### src/design/tsil_pkg.sv
// Shared constants and types for the totient sieve with inverse lookup.
// No dependencies; imported by tsil_scan, totient_sieve_inverse_lookup and tb_top.
`timescale 1ns / 1ps

package tsil_pkg;

    localparam int unsigned DEFAULT_TABLE_SIZE = 65536;
    localparam int unsigned TARGET_W           = 16;
    localparam int unsigned INDEX_OUT_W        = 17;

    // Status of the query scan engine as seen by the table controller
    typedef struct packed {
        logic active;   // a query is in progress
        logic issue;    // a table read is issued this cycle
    } scan_stat_t;

endpackage

### src/design/tsil_scan.sv
// Query scan engine: walks the totient table upward from index 1, one read per cycle,
// and reports the first index whose totient matches the target. Depends on tsil_pkg.
`timescale 1ns / 1ps

module tsil_scan
    import tsil_pkg::*;
#(
    parameter int unsigned TABLE_SIZE = DEFAULT_TABLE_SIZE,
    parameter int unsigned IW         = 17,
    parameter int unsigned TW         = 16
)
(
    input  logic                   clk,
    input  logic                   rst_n,
    input  logic                   go,
    input  logic [TARGET_W-1:0]    target,
    input  logic [TW-1:0]          rd_phi,
    output logic [IW-1:0]          rd_addr,
    output scan_stat_t             stat,
    output logic                   done,
    output logic                   found,
    output logic [INDEX_OUT_W-1:0] first_index
);

    localparam int unsigned CW = (TW > TARGET_W) ? TW : TARGET_W;

    logic                   active_reg, active_next;
    logic                   last_reg, last_next;
    logic                   cmp_vld_reg, cmp_vld_next;
    logic [IW-1:0]          addr_reg, addr_next;
    logic [IW-1:0]          cmp_idx_reg, cmp_idx_next;
    logic [TARGET_W-1:0]    target_reg, target_next;
    logic                   done_reg, done_next;
    logic                   found_reg, found_next;
    logic [INDEX_OUT_W-1:0] first_index_reg, first_index_next;

    logic hit;
    logic miss_end;
    logic issue;

    assign hit      = active_reg && cmp_vld_reg && (CW'(rd_phi) == CW'(target_reg));
    assign miss_end = active_reg && last_reg && !hit;
    assign issue    = active_reg && !last_reg && !hit;

    always_comb
    begin
        active_next      = active_reg;
        last_next        = last_reg;
        cmp_vld_next     = issue;
        addr_next        = addr_reg;
        cmp_idx_next     = cmp_idx_reg;
        target_next      = target_reg;
        done_next        = 1'b0;
        found_next       = found_reg;
        first_index_next = first_index_reg;

        if (go)
        begin
            active_next  = 1'b1;
            last_next    = 1'b0;
            cmp_vld_next = 1'b0;
            addr_next    = IW'(1);
            target_next  = target;
        end
        else if (hit)
        begin
            active_next      = 1'b0;
            done_next        = 1'b1;
            found_next       = 1'b1;
            first_index_next = INDEX_OUT_W'(cmp_idx_reg);
        end
        else if (miss_end)
        begin
            active_next      = 1'b0;
            done_next        = 1'b1;
            found_next       = 1'b0;
            first_index_next = '0;
        end
        else if (issue)
        begin
            // advance; flag the final table index
            cmp_idx_next = addr_reg;
            addr_next    = addr_reg + 1'b1;
            last_next    = (addr_reg == IW'(TABLE_SIZE));
        end
    end

    always_ff @(posedge clk or negedge rst_n)
    begin
        if (!rst_n)
        begin
            active_reg  <= 1'b0;
            last_reg    <= 1'b0;
            cmp_vld_reg <= 1'b0;
            done_reg    <= 1'b0;
        end
        else
        begin
            active_reg  <= active_next;
            last_reg    <= last_next;
            cmp_vld_reg <= cmp_vld_next;
            done_reg    <= done_next;
        end
    end

    always_ff @(posedge clk)
    begin
        addr_reg        <= addr_next;
        cmp_idx_reg     <= cmp_idx_next;
        target_reg      <= target_next;
        found_reg       <= found_next;
        first_index_reg <= first_index_next;
    end

    assign rd_addr     = addr_reg;
    assign stat.active = active_reg;
    assign stat.issue  = issue;
    assign done        = done_reg;
    assign found       = found_reg;
    assign first_index = first_index_reg;

`ifndef SYNTHESIS
    // a compare only follows a read issued in the cycle before
    a_cmp_after_issue: assert property (@(posedge clk) disable iff (!rst_n)
        cmp_vld_reg |-> $past(issue))
        else $error("scan compare without a preceding table read");

    // the engine never reads past the end of the table
    a_no_read_past_end: assert property (@(posedge clk) disable iff (!rst_n)
        issue |-> (addr_reg <= IW'(TABLE_SIZE)) && (addr_reg != '0))
        else $error("scan read address outside 1..TABLE_SIZE");

    // a result beat closes the query in the same cycle
    a_done_closes: assert property (@(posedge clk) disable iff (!rst_n)
        done_reg |-> !active_reg && $past(active_reg))
        else $error("result beat without an open query");
`endif

endmodule

### config.mk
export PLATFORM = sky130hd
export DESIGN_NAME = tsil_scan
export DESIGN_NICKNAME = d
export VERILOG_FILES = /design/src/design/tsil_pkg.sv /design/src/design/tsil_scan.sv
export SDC_FILE = /design/constraint.sdc
export NUM_CORES = 1
export LEC_CHECK = 0
export BUFFER_PORTS_ARGS = -buffer_cell sky130_fd_sc_hd__buf_4
export CAP_MARGIN = 10
export CORE_MARGIN = 2
export CORE_UTILIZATION = 40
export CTS_CLUSTER_SIZE = 8
export DETAILED_ROUTE_END_ITERATION = 16
export GPL_TIMING_DRIVEN = 0
export PLACE_DENSITY = 0.62
export SETUP_SLACK_MARGIN = 0.02
export SYNTH_ARGS = -nofsm -noshare
export SYNTH_HDL_FRONTEND = slang
export SYNTH_SLANG_ARGS = --single-unit
### constraint.sdc
create_clock -name clk -period 4.3 [get_ports clk]
set_input_delay 0.215 -clock clk [delete_from_list [all_inputs] [get_ports clk]]
set_output_delay 0.215 -clock clk [all_outputs]
set_load 0.01 [all_outputs]
==> flow_summary.ini <==
[run_status]
status = finished, final reports clean

[detailed_routing]
wl_per_cell_um = 13.45
first_pass_iters = 6
drc_errors = 0
wl_mm = 5.488
ant_nets = 0
vias_per_cell = 4.767
via_count = 1945
drt_iter0_drc = 83

[worst_setup_path]
start_kind = register
critical_path_arrival_ns = 2.89
critical_path_required_ns = 4.27
worstRegToRegCells = 8
path_class = reg2reg
worst_setup_path_end_kind = register
cp_max_fo = 19

[finish]
fillers = 634
antenna_cells = 0
fin_cells = 408
drive_above_1_share_pct = 34.30
fin_nets = 341
syn2layout_area_growth_pct = 30.83

[timing]
setup_viol = 0
worst_pin_slew_ns = 0.9813
slew_headroom_pct = 34.58
finalSetupTns_ns = 0
slew_violations = 0
timing.hold.ws_ns = 0.02834
finalClockSkew_ns = 0.01109
fin_crit_ns = 2.916
max_clock_freq_mhz = 342.9
finalCritPeriodShare_pct = 67.81
hold_viol_final = 0
rsz0062_at_grt = false

[synth]
synthCells = 219
ys.flop_type = edfxtp_1
syn-num-nets = 256
ys_seq_area_share_pct = 66.47
ys_seq_elements = 72
synth_async_sr_flop_share_pct = 5.556
synth_area_per_cell_sq_um = 13.55
netlist_area_sq_um = 2967
synth_cell_types = 43
synth-edff-count = 51
yosysWarningCount = 0

[cts]
numClockSinks = 72
cts_buffers = 9
hold_buffers = 1
clock_tree.root_cell = clkbuf_8
clock_latency_ns = 0.36
clk_pin_slew_ns = 0.09
cts.htree.levels = 3
cts_tree = yes
clockBufferDepth = 2
cts_setup_buffers = 0
cts_resized = 0

[power]
powerDensity_nw_per_um2 = 377.4
p_seq_share_pct = 53.1
power_leakage_nw = 1.522
power_switching_mw = 0.3238
combPwrFrac_pct = 5.7
swShare_pct = 22.10
vdd_ir_drop_max_uv = 195.2
clkPwrFrac_pct = 41.2
p_int_mw = 1.141

[global_route]
first_global_vias = 1819
antenna_found_initial = 0
grt_max_degree = 23
grtUsageTotal_pct = 14.41
grt_pass1_wl_mm = 8.976
grt_remaining_overflow = 0

[floorplanning]
core_sq_um = 7214
row_count = 31
start_util_pct = 41.12
die_area_sq_um = 8122
pin_count = 73
die_w_um = 90.12
die_y_um = 90.12

[placement]
numPortBuffers = 72
dp.cells = 391
dpl.hpwl_mm = 3.863
place_congestion = 0.8241

[worst_hold_path]
hp-class = in2reg
whs_path_depth = 1

[flow_run]
cap_viol_max_count = 0
## worst max-delay path, stage by stage, from the launching register on
cell and delay [ns]:
edfxtp_1 0.38, xor2_1 0.18, nor4_2 0.39, nand4_4 0.26, nor2_8 0.21, buf_8 0.16
buf_6 0.15, inv_2 0.04, a21oi_2 0.76
## through the flow
| step | setup WS, ns | utilization [%] | area (sq um) | total power [mW] |
|---|---|---|---|---|
| after floorplan | 1.500 | - | 2967 | 0.8310 |
| after global placement | 0.9626 | 50.33 | 3631 | 0.8753 |
| after detailed placement | 1.339 | 50.50 | 3643 | 0.8772 |
| after CTS | 1.321 | 53.80 | 3881 | 1.479 |
| after global routing | 1.105 | 53.80 | 3881 | 1.524 |
| final | 1.384 | 53.80 | 3881 | 1.465 |
## power groups by stage
stage | registers (mW) | clock network, mW | logic (mW)
after detailed placement | 0.794 | 0 | 0.0835
after floorplan | 0.792 | 0 | 0.0393
after global routing | 0.781 | 0.651 | 0.0921
final | 0.778 | 0.603 | 0.0838
after CTS | 0.778 | 0.616 | 0.0848
after global placement | 0.793 | 0 | 0.0818
## kinds of logic after synthesis
logic type / after synthesis / share of synthesized area, %
compound gates: 30 / 6.369
xor+xnor: 20 / 5.904
fa+ha+maj: 2 / 0.8434
buf+inv: 14 / 2.952
flops: 72 / 66.47
mux: 2 / 0.7170
simple gates: 79 / 16.75
## routing by layer
metal / routed length, um / part of all wire, % / GRT usage, %
met1: 2459 / 45 / 17.76
met2: 2666 / 49 / 23.12
met3: 235 / 4.3 / 4.191
met4: 127 / 2.3 / 7.308
met5: 0 / 0 / 0
## final cells by class
class	instances	area (sq um)	share of cell area (%)
Inverter	5	18.77	0.4836
Timing Repair Buffer	74	558.0	14.38
Multi-Input combinational cell	133	912.1	23.50
Buffer	9	68.82	1.773
Clock inverter	7	103.9	2.676
Tap cell	99	123.9	3.191
Sequential cell	72	1972	50.81
Clock buffer	9	123.9	3.191
## Yosys cell counts (2+ instances only)
cell type,instances,area (sq um)
o31ai_1,4,30.03
dfrtp_1,4,100.1
buf_6,2,22.52
ha_1,2,25.02
nor4_2,3,37.54
buf_4,2,15.01
edfxtp_1,51,1531
a21oi_1,12,60.06
nand4_1,3,18.77
nor4_1,2,12.51
nand3_1,6,30.03
o21ai_0,3,15.01
o21ai_1,4,20.02
xor2_1,16,140.1
clkbuf_1,3,11.26
nor2_1,11,41.29
nand2_1,9,33.78
o211ai_1,4,30.03
and3_1,6,37.54
dfxtp_1,17,340.3
xnor2_1,4,35.03
or4_1,5,37.54
and2_1,17,106.4
or3_1,6,37.54
inv_1,4,15.01
nor3_1,2,10.01
## placed cells by master, fill, tap and decap left out, types with 2 or more instances in the layout
cell / Yosys / final
a21oi_1: 12 / 12
and2_1: 17 / 17
and3_1: 6 / 6
buf_4: 2 / 75
buf_6: 2 / 2
bufinv_16: 0 / 2
clkbuf_1: 3 / 3
clkbuf_8: 0 / 9
clkinvlp_4: 0 / 2
dfrtp_1: 4 / 4
dfxtp_1: 17 / 17
edfxtp_1: 51 / 51
ha_1: 2 / 2
inv_1: 4 / 4
nand2_1: 9 / 9
nand3_1: 6 / 6
nand4_1: 3 / 3
nor2_1: 11 / 11
nor4_1: 2 / 2
nor4_2: 3 / 3
o211ai_1: 4 / 4
o21ai_0: 3 / 3
o21ai_1: 4 / 4
o31ai_1: 4 / 4
or3_1: 6 / 6
or4_1: 5 / 5
xnor2_1: 4 / 4
xor2_1: 16 / 16
## final timing paths
kind,startpoint,end,slack [ns]
hold / removal,target[6],target_reg[6],0.03
max in group asynchronous,rst_n,last_reg,4.00
setup / recovery,target_reg[13],first_index[6],1.38
min in group asynchronous,rst_n,done,0.20
setup reg to reg,target_reg[13],first_index[6],1.38
hold reg to reg,rd_addr[16],cmp_idx_reg[16],0.52
Note: power is estimated with default switching activity, not from simulation.
